<file path="src/sv/b2l_pkg.sv">
// b2l_pkg: shared widths, fixed-point constants, arctangent table and pipeline
// data types for the body-to-local point transform.
// No dependencies; every other file refers to it by scoped names.
`default_nettype none

package b2l_pkg;

    // field widths
    localparam int QUAT_W    = 16;
    localparam int POS_W     = 32;
    localparam int LABEL_W   = 4;
    localparam int HEAD_W    = 19;

    // internal datapath widths
    localparam int VEC_W     = 37;   // vectoring x/y, holds the gain-grown magnitude
    localparam int ANG_W     = 35;   // Q.30 angles with room for table sums
    localparam int ROT_W     = 50;   // rotation x/y, Q32.16 plus gain growth
    localparam int FIN_W     = 52;   // final add with the vehicle position
    localparam int PROD_W    = 2 * QUAT_W;
    localparam int TABLE_LEN = 32;
    localparam int GUARD     = 16;

    typedef logic signed [VEC_W-1:0]  t_vec_word;
    typedef logic signed [ANG_W-1:0]  t_ang;
    typedef logic signed [ROT_W-1:0]  t_rot_word;
    typedef logic signed [FIN_W-1:0]  t_fin;
    typedef logic signed [POS_W-1:0]  t_pos;
    typedef logic signed [PROD_W-1:0] t_prod;
    typedef logic signed [HEAD_W-1:0] t_head;
    typedef logic [LABEL_W-1:0]       t_label;

    // angle and scaling constants, Q.30
    localparam t_ang PI_Q30      = 35'sd3373259426;
    localparam t_ang HALF_PI_Q30 = 35'sd1686629713;
    localparam t_pos INV_GAIN_Q30 = 32'sh26DD3B6A;

    localparam t_vec_word ONE_Q28      = 37'sd268435456;
    localparam t_ang      HEAD_ROUND   = 35'sd8192;
    localparam int        HEAD_SHIFT   = 14;
    localparam t_ang      HEADING_MAX  = 35'sd205887;
    localparam int        SCALE_SHIFT  = 30 - GUARD;
    localparam t_fin      FIN_ROUND    = 52'sd32768;
    localparam t_fin      FIN_POS_MAX  = 52'sd2147483647;
    localparam t_fin      FIN_POS_MIN  = -52'sd2147483648;

    // truncated arctangent table, atan(2^-i) in Q.30
    localparam logic [29:0] ATAN_Q30 [TABLE_LEN] = '{
        30'h3243F6A8, 30'h1DAC6705, 30'h0FADBAFC, 30'h07F56EA6,
        30'h03FEAB76, 30'h01FFD55B, 30'h00FFFAAA, 30'h007FFF55,
        30'h003FFFEA, 30'h001FFFFD, 30'h000FFFFF, 30'h0007FFFF,
        30'h0003FFFF, 30'h0001FFFF, 30'h0000FFFF, 30'h00007FFF,
        30'h00003FFF, 30'h00001FFF, 30'h00000FFF, 30'h000007FF,
        30'h000003FF, 30'h000001FF, 30'h000000FF, 30'h0000007F,
        30'h0000003F, 30'h0000001F, 30'h0000000F, 30'h00000008,
        30'h00000004, 30'h00000002, 30'h00000001, 30'h00000000
    };

    // vectoring cell state
    typedef struct packed {
        t_vec_word x;
        t_vec_word y;
        t_ang      z;
    } t_vec_state;

    // rotation cell state
    typedef struct packed {
        t_rot_word x;
        t_rot_word y;
        t_ang      theta;
    } t_rot_state;

    // items that ride along the vectoring chain
    typedef struct packed {
        t_rot_word px;
        t_rot_word py;
        t_pos      vx;
        t_pos      vy;
        t_label    label;
        logic      zero;
    } t_vec_side;

    // items that ride along the rotation chain
    typedef struct packed {
        t_pos   vx;
        t_pos   vy;
        t_label label;
        t_head  heading;
    } t_rot_side;

endpackage

`default_nettype wire

</file>
<file path="src/sv/b2l_vec_cell.sv">
// b2l_vec_cell: one CORDIC vectoring cell of the yaw chain, registered.
// Depends on b2l_pkg for the state types and the arctangent table.
`default_nettype none

module b2l_vec_cell #(
    parameter int STAGE = 0
) (
    input  wire                      i_clk,
    input  wire                      i_rst_n,
    input  wire                      i_valid,
    input  wire b2l_pkg::t_vec_state i_data,
    input  wire b2l_pkg::t_vec_side  i_side,
    output logic                     o_valid,
    output b2l_pkg::t_vec_state      o_data,
    output b2l_pkg::t_vec_side       o_side
);

    localparam b2l_pkg::t_ang ATAN_STEP = b2l_pkg::t_ang'(b2l_pkg::ATAN_Q30[STAGE]);

    b2l_pkg::t_vec_word dx;
    b2l_pkg::t_vec_word dy;
    b2l_pkg::t_vec_state n_data;
    logic r_valid;
    b2l_pkg::t_vec_state r_data;
    b2l_pkg::t_vec_side  r_side;

    // drive y toward zero, accumulate the angle
    always_comb begin
        dx = i_data.y >>> STAGE;
        dy = i_data.x >>> STAGE;
        if (!i_data.y[b2l_pkg::VEC_W-1]) begin
            n_data.x = i_data.x + dx;
            n_data.y = i_data.y - dy;
            n_data.z = i_data.z + ATAN_STEP;
        end else begin
            n_data.x = i_data.x - dx;
            n_data.y = i_data.y + dy;
            n_data.z = i_data.z - ATAN_STEP;
        end
    end

    // valid bit
    always_ff @(posedge i_clk) begin
        if (!i_rst_n) begin
            r_valid <= 1'b0;
        end else begin
            r_valid <= i_valid;
        end
    end

    // payload
    always_ff @(posedge i_clk) begin
        r_data <= n_data;
        r_side <= i_side;
    end

    assign o_valid = r_valid;
    assign o_data  = r_data;
    assign o_side  = r_side;

endmodule

`default_nettype wire

</file>
<file path="config.mk">
export PLATFORM = sky130hd
export DESIGN_NAME = b2l_vec_cell
export DESIGN_NICKNAME = d
export VERILOG_FILES = /design/src/sv/b2l_pkg.sv /design/src/sv/b2l_vec_cell.sv
export SDC_FILE = /design/constraint.sdc
export NUM_CORES = 1
export LEC_CHECK = 0
export BUFFER_PORTS_ARGS = -buffer_cell sky130_fd_sc_hd__buf_4
export CAP_MARGIN = 20
export CORE_ASPECT_RATIO = 1.75
export CORE_MARGIN = 4
export CORE_UTILIZATION = 25
export CTS_CLUSTER_DIAMETER = 60
export DETAILED_ROUTE_END_ITERATION = 6
export PLACE_DENSITY_LB_ADDON = 0.3
export REMOVE_ABC_BUFFERS = 1
export SLEW_MARGIN = 15
export SYNTH_ARGS = -nofsm -noshare
export SYNTH_HDL_FRONTEND = slang
export SYNTH_SLANG_ARGS = --single-unit
</file>
<file path="constraint.sdc">
create_clock -name i_clk -period 4.4 [get_ports i_clk]
set_clock_uncertainty 0.15 [all_clocks]
set_input_delay 0.88 -clock i_clk [delete_from_list [all_inputs] [get_ports i_clk]]
set_output_delay 0.88 -clock i_clk [all_outputs]
set_load 0.01 [all_outputs]
</file>
Yosys cells after proc, flatten, opt, wreduce, memory -nomap -nowiden --
Cells that the tools add are included. Widths: inputs -> output; s select.
Word-level totals: bits in registers 279, latch bits 0, RAM bits 0, memory bits (read-only) 0, input bits 281, output and inout bits 279, logic and storage cells 16, memories 0
Operators by class: add/sub/neg operators 5, multiply operators 0, div/mod/pow operators 0, $lt $le $gt $ge 0, equal/unequal tests 0, shift operators 0, mux-type cells 1, bitwise logic cells 0, reduce and logical (&&, ||, !) cells 0
Operator list (count):
- $mux 109 | 1
- $sub 37x37->37 | 2
- $add 37x37->37 | 1
- $add 35x31->35 const B | 1
- $sub 35x31->35 const B | 1

Depth between registers and ports, before layout --
word-level depth 2, mapped depth 14, depth with buffers taken out 12

Worst setup path after synthesis --
OpenSTA, ideal clock, no wires.
kind input -> register, from in i_data[71] in the netlist's numbering, to reg r_data, in the netlist o_data[33], library setup time 0.072 ns, arrival time 4.119 ns, required time 4.178 ns, path slack 0.059 ns, stages 14, buffers on the path 3, path through clkbuf_1 -> inv_1 -> clkbuf_1 -> buf_1 -> ha_1 -> nor2b_1 -> o2111ai_1 -> a21o_1 -> a31oi_1 -> or4b_1 -> a31oi_1 -> o31ai_1 -> a21oi_1 -> xnor2_1
RTL lines:
- from (decl) | line b2l_vec_cell.sv:11 | input wire b2l_pkg::t_vec_state i_data,
- to (signal assigned) | line b2l_vec_cell.sv:53 | r_data <= n_data;
- to (decl) | line b2l_vec_cell.sv:24 | b2l_pkg::t_vec_state r_data;

==> summary.txt <==
Run
  – Maxcap violations: 0

Routing
  – Final ANT Viol Nets: 0
  – Vias per std cell: 4.95
  – DR WL/cell: 27.3 um
  – Drt first-iter violations: 919
  – Total wire length: 77200 um
  – # DRC: 0
  – DR vias: 14000
  – TritonRoute pass-1 iters: 5

Synth
  – Synth cell types: 88
  – Post-synth EDFFs: 0
  – YS warnings: 0
  – Area share of the largest cell type after synthesis: 0.404
  – Seq/Total Area, Yosys: 0.404
  – Synth Cell Area: 13800 sq um
  – Async S/R FF share, synth: 0
  – Cells after Synth: 1512
  – Register bit total from synthesis: 278
  – Syn_area_per_cell: 9.11 sq um
  – Synth area leader: dfxtp_1
  – Synth Flop Type: dfxtp_1
  – Largest cells by area after synthesis: dfxtp_1 40%, ha_1 13%, a21oi_1 5.3%

Floorplanning
  – Die area: 59100 sq um
  – Core Area: 54400 sq um
  – Initial Util: 0.253
  – Core Rows: 113
  – Die Height: 319 um
  – Top-Level Pins: 560
  – Die Span X: 185 um

GRT
  – Initial antenna violation count: 7
  – Gr ovfl total: 0
  – First-pass GRT wire length: 104000 um
  – Tot GR Track Use: 0.246
  – Maximum number of pins on one net before global-route repair: 72
  – Vias in the first global route: 14500

Cells and area
  – Footprint of the multi-input gates: 7500 sq um
  – Fill cells: 5633
  – Register area: 5570 sq um
  – Number of nets in the layout: 2541
  – Area Overhead vs Synth: 45.9%
  – Finished Layout Cells: 2830
  – Layout cells sized above 1: 0.331

Placed design
  – Port Buffers: 559
  – Post-Place Cells: 2767
  – Hpwl dp: 65600 um
  – Routability cong.: 1.00

Setup path
  – Crit Path Category: input pin to flip-flop
  – Crit. End Element: flip-flop
  – Worst Path Max Fanout: 12
  – Worst Setup Start Kind: input pin
  – CP required: 4.73 ns
  – Critical path data arrival time: 3.96 ns

Timing
  – Crit path time final: 3.63 ns
  – Worst hold slack: 0.213 ns
  – Relative slew margins: 0.445
  – Period utilization: 0.824
  – Final setup fails: 0
  – Final hold vios: 0
  – Total Neg Setup Slack: 0 ns
  – Pins Over Slew Limit: 0
  – Unrepaired setup endpoints after global routing: no
  – Worst-margin pin slew: 0.832 ns
  – Fmax: 276 MHz

Clock network
  – CTS root buffer: clkbuf_16
  – Clock sink count: 278
  – Worst-path clk slew: 0.07 ns
  – Inserted Clock Buffers: 31
  – CTS tree: yes
  – # resized after CTS: 0
  – Cts hold-fix bufs: 0
  – # Post-CTS Setup Buffers: 0
  – CTS H-tree depth: 1
  – Longest Clk Path Bufs: 3

Hold path
  – HP Class: input pin to flip-flop

Status
  – Outcome: finished clean

Power and ir drop
  – Leakage: 0.00975 uW
  – Peak VDD IR: 0.284 mV
  – Cell Pwr Density: 397 nW/um^2
[placed cells by master, fill, tap and decap left out, types with 9 or more instances in the layout]
cell type / instances
dfxtp_1: 278
nor2b_1: 17
o21ai_1: 14
inv_1: 119
mux2i_1: 14
and3_1: 13
nand2_1: 82
o21a_1: 10
o21bai_1: 24
buf_4: 617
o21ai_0: 73
nand2b_1: 16
nor2_1: 108
a21o_1: 52
xor2_1: 16
o31ai_1: 16
ha_1: 146
nor3_1: 26
a21oi_1: 147
a211oi_1: 14
xnor2_1: 80
nand3_1: 24
nor4_1: 9
clkbuf_16: 31
a31oi_1: 16
[worst max-delay path, cell delays in order]
cell	delay (ns)
buf_4	0.10
inv_1	0.04
ha_1	0.46
or4_1	0.70
nor4_1	0.45
inv_1	0.09
a31oi_1	0.25
a221oi_1	0.14
a211oi_1	0.39
buf_4	0.19
o31ai_1	0.08
xor2_1	0.18
[report_power, final]
group / switching [uW] / internal, uW
clock: 1200 / 1460
combinational: 1320 / 1040
sequential: 143 / 2830
[synth_stat cells, drive strengths merged (6+ instances only)]
| library cell | number |
|---|---|
| nand2b | 16 |
| o31ai | 17 |
| inv | 127 |
| o21ai | 87 |
| or3 | 6 |
| o211ai | 7 |
| or2 | 7 |
| xnor2 | 80 |
| a21o | 52 |
| clkbuf | 25 |
| dfxtp | 278 |
| nor2 | 109 |
| nand2 | 82 |
| mux2i | 14 |
| nor2b | 17 |
| nand4 | 7 |
| nand3 | 24 |
| a211oi | 14 |
| o211a | 6 |
| nor4 | 13 |
| xor2 | 16 |
| and2 | 8 |
| o21bai | 24 |
| ha | 146 |
| a21oi | 151 |
| and3 | 13 |
| a31oi | 16 |
| buf | 27 |
| o21a | 10 |
| nor3 | 26 |
[kinds of logic after synthesis]
group	share of synthesized area
mux	0.0110
xor+xnor	0.0610
fa+ha+maj	0.138
buf+inv	0.0518
simple gates	0.124
flops	0.404
compound gates	0.210
[registers in the layout, summed over array words and instances, names as in the netlist]
register / flops
o_data: 108
o_side: 169
o_valid: 1
[metrics by stage]
step           power (uW)  area, sq um  utilization  setup WS, ns
2_1_floorplan        4020        13500            -         0.151
3_3_place_gp         5390        19000        0.350         0.206
3_5_place_dp         5380        19000        0.350         0.231
4_1_cts              8080        20100        0.369         0.787
5_1_grt              8330        20100        0.369         0.587
6_report             7990        20100        0.369         0.774
[metal layers]
| metal | routed length [um] | global-route usage | vias to the layer above | share of wire |
|---|---|---|---|---|
| met1 | 28300 | 0.269 | 6698 | 0.37 |
| met3 | 6050 | 0.0520 | 135 | 0.078 |
| li1 | - | - | 6461 | - |
| met2 | 39400 | 0.456 | 710 | 0.51 |
| met4 | 3450 | 0.0948 | 6 | 0.045 |
| met5 | 32 | 0 | - | 0.00041 |
[final cells by class]
| class | instances | share of cell area |
|---|---|---|
| multi-input combinational | 1053 | 0.373 |
| sequential | 278 | 0.277 |
| timing repair buffer | 617 | 0.231 |
| tap | 690 | 0.0430 |
| clock buffer | 38 | 0.0419 |
| inverter | 129 | 0.0241 |
| clock inverter | 18 | 0.00965 |
| antenna | 7 | 0.000872 |
[worst paths after layout]
kind | from | to | slack [ns] | depth (start not counted)
max | i_data[63] | o_data[71]$_DFF_P_ | 0.77 | 12
min | i_side[155] | o_side[155]$_DFF_P_ | 0.21 | 1
Note: power is estimated with default switching activity, not from simulation.
