## config.mk

```make
export PLATFORM = sky130hd
export DESIGN_NAME = b2l_rot_cell
export DESIGN_NICKNAME = d
export VERILOG_FILES = /design/src/sv/b2l_pkg.sv /design/src/sv/b2l_rot_cell.sv
export SDC_FILE = /design/constraint.sdc
export NUM_CORES = 1
export LEC_CHECK = 0
export BUFFER_PORTS_ARGS = -buffer_cell sky130_fd_sc_hd__buf_2
export CAP_MARGIN = 20
export CORE_AREA = 2 2 177 179
export DETAILED_ROUTE_END_ITERATION = 7
export DIE_AREA = 0 0 179 181
export GPL_TIMING_DRIVEN = 1
export PLACE_DENSITY = 0.86
export SLEW_MARGIN = 25
export SYNTH_ARGS = -nofsm -noshare
export SYNTH_HDL_FRONTEND = slang
export SYNTH_SLANG_ARGS = --single-unit
```

## constraint.sdc

```tcl
create_clock -name i_clk -period 6.1 [get_ports i_clk]
set_input_delay 1.83 -clock i_clk [delete_from_list [all_inputs] [get_ports i_clk]]
set_output_delay 1.83 -clock i_clk [all_outputs]
set_load 0.02 [all_outputs]
```

## src/sv/b2l_pkg.sv

```systemverilog
// b2l_pkg: shared widths, fixed-point constants, arctangent table and pipeline
// data types for the body-to-local point transform.
// No dependencies; every other file refers to it by scoped names.
`default_nettype none

package b2l_pkg;

    // field widths
    localparam int QUAT_W    = 16;
    localparam int POS_W     = 32;
    localparam int LABEL_W   = 4;
    localparam int HEAD_W    = 19;

    // internal datapath widths
    localparam int VEC_W     = 37;   // vectoring x/y, holds the gain-grown magnitude
    localparam int ANG_W     = 35;   // Q.30 angles with room for table sums
    localparam int ROT_W     = 50;   // rotation x/y, Q32.16 plus gain growth
    localparam int FIN_W     = 52;   // final add with the vehicle position
    localparam int PROD_W    = 2 * QUAT_W;
    localparam int TABLE_LEN = 32;
    localparam int GUARD     = 16;

    typedef logic signed [VEC_W-1:0]  t_vec_word;
    typedef logic signed [ANG_W-1:0]  t_ang;
    typedef logic signed [ROT_W-1:0]  t_rot_word;
    typedef logic signed [FIN_W-1:0]  t_fin;
    typedef logic signed [POS_W-1:0]  t_pos;
    typedef logic signed [PROD_W-1:0] t_prod;
    typedef logic signed [HEAD_W-1:0] t_head;
    typedef logic [LABEL_W-1:0]       t_label;

    // angle and scaling constants, Q.30
    localparam t_ang PI_Q30      = 35'sd3373259426;
    localparam t_ang HALF_PI_Q30 = 35'sd1686629713;
    localparam t_pos INV_GAIN_Q30 = 32'sh26DD3B6A;

    localparam t_vec_word ONE_Q28      = 37'sd268435456;
    localparam t_ang      HEAD_ROUND   = 35'sd8192;
    localparam int        HEAD_SHIFT   = 14;
    localparam t_ang      HEADING_MAX  = 35'sd205887;
    localparam int        SCALE_SHIFT  = 30 - GUARD;
    localparam t_fin      FIN_ROUND    = 52'sd32768;
    localparam t_fin      FIN_POS_MAX  = 52'sd2147483647;
    localparam t_fin      FIN_POS_MIN  = -52'sd2147483648;

    // truncated arctangent table, atan(2^-i) in Q.30
    localparam logic [29:0] ATAN_Q30 [TABLE_LEN] = '{
        30'h3243F6A8, 30'h1DAC6705, 30'h0FADBAFC, 30'h07F56EA6,
        30'h03FEAB76, 30'h01FFD55B, 30'h00FFFAAA, 30'h007FFF55,
        30'h003FFFEA, 30'h001FFFFD, 30'h000FFFFF, 30'h0007FFFF,
        30'h0003FFFF, 30'h0001FFFF, 30'h0000FFFF, 30'h00007FFF,
        30'h00003FFF, 30'h00001FFF, 30'h00000FFF, 30'h000007FF,
        30'h000003FF, 30'h000001FF, 30'h000000FF, 30'h0000007F,
        30'h0000003F, 30'h0000001F, 30'h0000000F, 30'h00000008,
        30'h00000004, 30'h00000002, 30'h00000001, 30'h00000000
    };

    // vectoring cell state
    typedef struct packed {
        t_vec_word x;
        t_vec_word y;
        t_ang      z;
    } t_vec_state;

    // rotation cell state
    typedef struct packed {
        t_rot_word x;
        t_rot_word y;
        t_ang      theta;
    } t_rot_state;

    // items that ride along the vectoring chain
    typedef struct packed {
        t_rot_word px;
        t_rot_word py;
        t_pos      vx;
        t_pos      vy;
        t_label    label;
        logic      zero;
    } t_vec_side;

    // items that ride along the rotation chain
    typedef struct packed {
        t_pos   vx;
        t_pos   vy;
        t_label label;
        t_head  heading;
    } t_rot_side;

endpackage

`default_nettype wire

```

## src/sv/b2l_rot_cell.sv

```systemverilog
// b2l_rot_cell: one CORDIC rotation cell of the point rotation chain, registered.
// Depends on b2l_pkg for the state types and the arctangent table.
`default_nettype none

module b2l_rot_cell #(
    parameter int STAGE = 0
) (
    input  wire                      i_clk,
    input  wire                      i_rst_n,
    input  wire                      i_valid,
    input  wire b2l_pkg::t_rot_state i_data,
    input  wire b2l_pkg::t_rot_side  i_side,
    output logic                     o_valid,
    output b2l_pkg::t_rot_state      o_data,
    output b2l_pkg::t_rot_side       o_side
);

    localparam b2l_pkg::t_ang ATAN_STEP = b2l_pkg::t_ang'(b2l_pkg::ATAN_Q30[STAGE]);

    b2l_pkg::t_rot_word dx;
    b2l_pkg::t_rot_word dy;
    b2l_pkg::t_rot_state n_data;
    logic r_valid;
    b2l_pkg::t_rot_state r_data;
    b2l_pkg::t_rot_side  r_side;

    // drive the residual angle toward zero
    always_comb begin
        dx = i_data.y >>> STAGE;
        dy = i_data.x >>> STAGE;
        if (!i_data.theta[b2l_pkg::ANG_W-1]) begin
            n_data.x     = i_data.x - dx;
            n_data.y     = i_data.y + dy;
            n_data.theta = i_data.theta - ATAN_STEP;
        end else begin
            n_data.x     = i_data.x + dx;
            n_data.y     = i_data.y - dy;
            n_data.theta = i_data.theta + ATAN_STEP;
        end
    end

    // valid bit
    always_ff @(posedge i_clk) begin
        if (!i_rst_n) begin
            r_valid <= 1'b0;
        end else begin
            r_valid <= i_valid;
        end
    end

    // payload
    always_ff @(posedge i_clk) begin
        r_data <= n_data;
        r_side <= i_side;
    end

    assign o_valid = r_valid;
    assign o_data  = r_data;
    assign o_side  = r_side;

endmodule

`default_nettype wire

```

After elaboration in Yosys (flattened, before gate mapping)
Index checks and enable logic that the tools add are counted.

Flip-flop bits (word level): 223. Word-level logic and storage cells: 14. Bits of input ports: 225.

Add/sub/neg operators: 5. Muxes and demuxes: 1.

Operators with widths (number): $mux 135 (1); $sub 50x50->50 (2); $add 50x50->50 (1); $add 35x31->35 const B (1); $sub 35x31->35 const B (1).

Depth between registers and ports, before layout
Gate-level depths: netlist of run 1.

Depth in word-level cells: 2. Mapped depth: 15. Gate-level depth less buffers: 14.

Least setup slack after synthesis of run 1
OpenSTA, ideal clock, no wires.

Path kind: input port to flip-flop. Start point: in i_data[34] (netlist name). End point: reg r_data (netlist bit o_data[31]). Slack: 0.985 ns. Arrival: 5.043 ns. Stages on the path: 15. Path buffers: 2. Library setup time: 0.072 ns. Cells stage by stage: clkbuf_1 > inv_2 > clkbuf_1 > fa_1 > a211oi_1 > nor2_1 > o311a_1 > o221ai_2 > a211oi_1 > a211o_1 > a21oi_2 > o21ai_2 > a21o_1 > a21oi_2 > xnor2_1.

RTL lines: from (decl) (line b2l_rot_cell.sv:11) `input wire b2l_pkg::t_rot_state i_data,`; to (signal assigned) (line b2l_rot_cell.sv:53) `r_data <= n_data;`; to (decl) (line b2l_rot_cell.sv:24) `b2l_pkg::t_rot_state r_data;`.

==> flow_summary.toml, run 1 <==
[status]
status = "completed"

[final_layout]
final_core_util = 0.606
layout.cells.most_common = "buf_2"
nets = 2636
syn_to_final_growth_pct = 23.0
fillers = 2749
drive_gt1_frac = 0.245
layout_common_cells = "446 x buf_2, 224 x a21oi_1, 222 x dfxtp_1, 177 x ha_1, 168 x nor2_1"

[synthesis]
syn_avg_cell_area_um2 = 8.25
syn_area_mm2 = 0.0150
synth-edff-count = 0
synth_warnings = 0
netlist_instances = 1813
syn_nets = 2219
synth_ff_type = "dfxtp_1"
synth_cell_types = 83
async_reset_ff_frac = 0
ys_ff_latch = 222
yosysSeqAreaShare = 0.297

[worst_hold_path]
holdCritPathClass = "in -> reg"
hold_depth = 1

[timing]
grt_setup_unrepaired = "no"
setup_tns_ns = 0
relSlewSlack = 0.402
finalHoldViolCount = 0
tightestPinTransition_ns = 0.890
period_minus_slack_ns = 4.96
fin_crit_sh = 0.813
fmax_mhz = 202
drv_slew = 0
finalSetupViolations = 0

[cts]
cts_root_buf = "clkbuf_16"
clkTransAtPathRegs_ns = 0.06
cts_tree = "done"
post-cts-setup-buffers = 0
cts.htree.levels = 1
cts_made_buffers = 26
ctsLongestPathBuffers = 3
hold_buffers = 0
cts.sinks = 222
post_cts_resized = 0

[power]
vdd_drop_max_mv = 0.235
power.density_mw_per_mm2 = 288
leakagePower_nw = 8.86

[worst_setup_path]
cp.arrival_ns = 5.39
cpMaxStageDelayCell = "o21ai_0"
cp_cell_sequence = "buf_2, inv_1, ha_1, a21oi_1, nand2_1, o21ai_0, o21a_1, o31a_1, o211ai_1, nor2_1, o221ai_1, a2111o_1, o21ai_1, xnor2_1"
path_buf_inv = 2
critPathKind = "in -> reg"
worst-path-stages = 14
worstPathMaxFanout = 10
critPathCaptureType = "register"
cp-start-kind = "input pin"
worst_path_largest_cell_delay_ns = 0.53
critPathTopFamily = "compound AO/OA/AOI/OAI gates"
cp.required_ns = 6.53

[routing]
drt_wl_total_mm = 61.9
drc = 0
drtIter0Drc = 1531
avgRoutedWirePerCell_um = 23.3
ant_nets = 0
first_pass_iters = 6
vias_per_cell = 5.87
via_count = 15600

[die]
ios = 448
die_w_um = 179
fp.dieArea_mm2 = 0.0324
num_rows = 64
initial_core_util = 0.493
core_mm2 = 0.0303
fp.dieH_um = 181

[grt]
grt_pass1_wl_mm = 90.9
antenna_found_initial = 28
grt-ovfl-total = 0
track_usage = 0.368
grt_pass1_vias = 15100
grt_max_degree = 62

[placement]
dp_hpwl_mm = 51.0
portBuffers = 447
gp_congestion = 1.04

[job]
cap_viol_max_count = 0
==> routing by layer <==
layer  track usage  part of all wire  wire (um)  up-vias
met5             0            0.0014         87        -
met4         0.210             0.063       3870       14
met3         0.101              0.10       6220      227
met2         0.597              0.46      28400      899
met1         0.433              0.38      23300     7283
li1              -                 -          -     7202
==> final cells by class <==
cell class	count	area [um2]	area share
timing repair buffer	458	2320	0.126
clock inverter	9	118	0.00639
tap	396	495	0.0269
clock buffer	38	786	0.0427
inverter	163	614	0.0334
sequential	222	4440	0.242
antenna	16	40.0	0.00218
multi-input combinational	1359	9570	0.520
==> final timing paths <==
kind,end,start,slack (ns)
min,o_side[51],i_side[51],1.37
max,o_data[134],i_data[41],1.14
==> metrics by stage <==
step / worst slack (ns) / area (um2) / hold slack (ns) / power (mW) / cells
2_1_floorplan: 0.985 / 15000 / 1.86 / 2.96 / 1813
3_3_place_gp: 0.761 / 17400 / 1.93 / 3.64 / 2598
5_1_grt: 1.06 / 18400 / 1.37 / 5.50 / 2658
6_report: 1.14 / 18400 / 1.37 / 5.31 / 2661
3_5_place_dp: 0.757 / 17400 / 1.93 / 3.66 / 2598
4_1_cts: 1.30 / 18400 / 1.36 / 5.29 / 2645
==> report_power, final <==
group          internal [mW]  switching [mW]  leakage [nW]  total (mW)
clock network          0.978           0.650         0.448        1.63
registers               1.69          0.0863          1.87        1.77
logic                  0.645            1.26          6.54        1.90
total                   3.31            1.99          8.86        5.31
==> flip-flops by register name, summed over array words and instances (netlist names) <==
register and cells:
o_data 134, o_side 87, o_valid 1
==> synth_stat cells, drive strengths merged (5+ instances only) <==
library cell  number  share of area
a21oi            230          0.079
dfxtp            222           0.30
ha               177           0.15
nor2             169          0.043
inv              161          0.041
o21ai            139          0.048
xnor2            101          0.059
nand2             86          0.022
o21bai            59          0.030
a21o              42          0.021
clkbuf            36         0.0090
buf               33          0.012
mux2i             33          0.022
nor3              31          0.011
nand4             28          0.012
nand3             25         0.0084
nand2b            18         0.0075
xor2              17          0.010
o21a              16         0.0081
a211oi            14         0.0080
nor4              14         0.0089
o211ai            14         0.0074
o31ai             14         0.0079
a31oi             12         0.0054
nor2b             12         0.0050
a221oi            10         0.0086
or3                8         0.0033
a21boi             6         0.0030
and2               6         0.0025
and3               6         0.0025
o22ai              6         0.0029
o31a               6         0.0035
a211o              5         0.0029
a311o              5         0.0033
==> kinds of logic (layout without fill, tap and decap cells) <==
| logic type | count (synthesis) | count (layout) | synth area share |
|---|---|---|---|
| AO/OA/AOI/OAI | 609 | 609 | 0.261 |
| AND/OR/NAND/NOR | 417 | 417 | 0.134 |
| buffers and inverters | 232 | 668 | 0.0625 |
| flip-flops | 222 | 222 | 0.297 |
| adder cells (fa/ha/maj) | 181 | 181 | 0.153 |
| XOR/XNOR | 118 | 118 | 0.0691 |
| multiplexers | 34 | 34 | 0.0228 |
| other | 0 | 16 | 0 |
No activity file was read; power rests on OpenSTA's default activity.
==> inputs of run 2 (changes only) <==
Clock period 6.1 ns to 4.9 ns, I/O delays scaled along.
==> run 2 against run 1 <==
  * Sequential power grew 24%
  * Worst hold slack got worse by 0.37 ns
  * Largest power group unchanged
  * Combinational power rose by 28%
  * First-iteration DRC count is 4.1% lower
  * Sequential share of layout area is 0.45 points lower
  * Setup slack got worse by 0.87 ns
  * Final cell count is 2.1% higher
  * Final area rose by 1.9%
  * Clock power grew 21%
==> flow_summary.toml, run 2 (synthesis gave the netlist of run 1 again) <==
[die]
core_mm2 = 0.0303
fp.dieH_um = 181
fp.dieArea_mm2 = 0.0324
num_rows = 64
ios = 448
die_w_um = 179
initial_core_util = 0.493

[cts]
clkTransAtPathRegs_ns = 0.06
ctsLongestPathBuffers = 3
post-cts-setup-buffers = 0
cts_root_buf = "clkbuf_16"
cts.htree.levels = 1
cts.sinks = 222
cts_tree = "done"
post_cts_resized = 0
cts_made_buffers = 25
hold_buffers = 0

[worst_setup_path]
critPathTopFamily = "compound AO/OA/AOI/OAI gates"
cp.arrival_ns = 5.06
worstPathMaxFanout = 11
worst-path-stages = 15
cp-start-kind = "input pin"
cpMaxStageDelayCell = "o21ai_0"
path_buf_inv = 3
critPathCaptureType = "register"
cp.required_ns = 5.33
cp_cell_sequence = "buf_2, inv_1, ha_1, o21ai_0, a31oi_1, o21ai_0, buf_4, o21a_1, o31a_1, o211ai_1, nor2_1, o221ai_1, a2111o_1, o21ai_1, xnor2_1"
worst_path_largest_cell_delay_ns = 0.52
crit_top_cell = "o21ai_0"
critPathKind = "in -> reg"

[final_layout]
largest_reg_flops = 134
syn_to_final_growth_pct = 25.4
layout_common_cells = "446 x buf_2, 224 x a21oi_1, 222 x dfxtp_1, 177 x ha_1, 168 x nor2_1"
layout.cells.most_common = "buf_2"
multi_input_area_mm2 = 0.00957
drive_gt1_frac = 0.260
seq_area_mm2 = 0.00444
final_area_mm2 = 0.0187
stdcell_count = 2717
final_core_util = 0.618
nets = 2688
fillers = 2763

[power]
leakagePower_nw = 9.07
power_mw = 6.61
vdd_drop_max_mv = 0.282
power.density_mw_per_mm2 = 353

[routing]
drt_wl_total_mm = 62.5
first_pass_iters = 6
avgRoutedWirePerCell_um = 23.0
drc = 0
ant_nets = 0
via_count = 15800
drtIter0Drc = 1468
vias_per_cell = 5.81

[timing]
setup_tns_ns = 0
drv_slew = 0
finalWorstSetupSlack_ns = 0.269
tightestPinTransition_ns = 0.894
fmax_mhz = 216
grt_setup_unrepaired = "no"
finalHoldViolCount = 0
finalSetupViolations = 0
holdWs_ns = 1.00
period_minus_slack_ns = 4.63
relSlewSlack = 0.398
fin_crit_sh = 0.945

[status]
status = "completed"

[grt]
track_usage = 0.371
antenna_found_initial = 25
grt_pass1_wl_mm = 91.5
grt_max_degree = 62
use_met2 = 0.591
grt_use_met3 = 0.0976
use_met1 = 0.436
grt-ovfl-total = 0
top_usage_layer = "met2"
grt_pass1_vias = 15300

[worst_hold_path]
hold_depth = 1
holdCritPathClass = "in -> reg"

[placement]
portBuffers = 447
gp_congestion = 1.05
post-place-ws_ns = -0.139
postPlaceCellArea_mm2 = 0.0178
dp_cells = 2651
dp_hpwl_mm = 51.6

[job]
cap_viol_max_count = 0
==> run 2: cell count changes in the layout (fill, tap and decap cells not counted), moves of 2 or more <==
cell      previous run  this run
buf_4               12        65
clkbuf_8             9         2
clkbuf_1             3         7
inv_6                1         3
diode_2             16        21
clkinv_2             3         1
==> run 2: final cells by class <==
cell class	instances	share of cell area
repair buffers	511	0.145
inverters	163	0.0328
multi-input cells	1359	0.511
flip-flops and latches	222	0.237
clock buffers	34	0.0362
clock inverters	11	0.00888
well taps	396	0.0264
diodes	21	0.00280
==> run 2: worst paths after layout <==
kind,from,endpoint,slack (ns)
worst max-delay path,i_data[37],o_data[134],0.27
worst min-delay path,i_side[46],o_side[46],1.00
==> run 2: report_power, final <==
group | internal, mW | leakage, nW | switching, mW
registers | 2.10 | 1.87 | 0.0966
clock network | 1.14 | 0.409 | 0.828
logic | 0.856 | 6.79 | 1.58
total | 4.10 | 9.07 | 2.51
==> run 2: per-layer routing <==
layer	vias up	routed length [um]
met2	903	28600
met5	-	32
met4	4	4090
met3	222	6020
li1	7314	-
met1	7330	23800
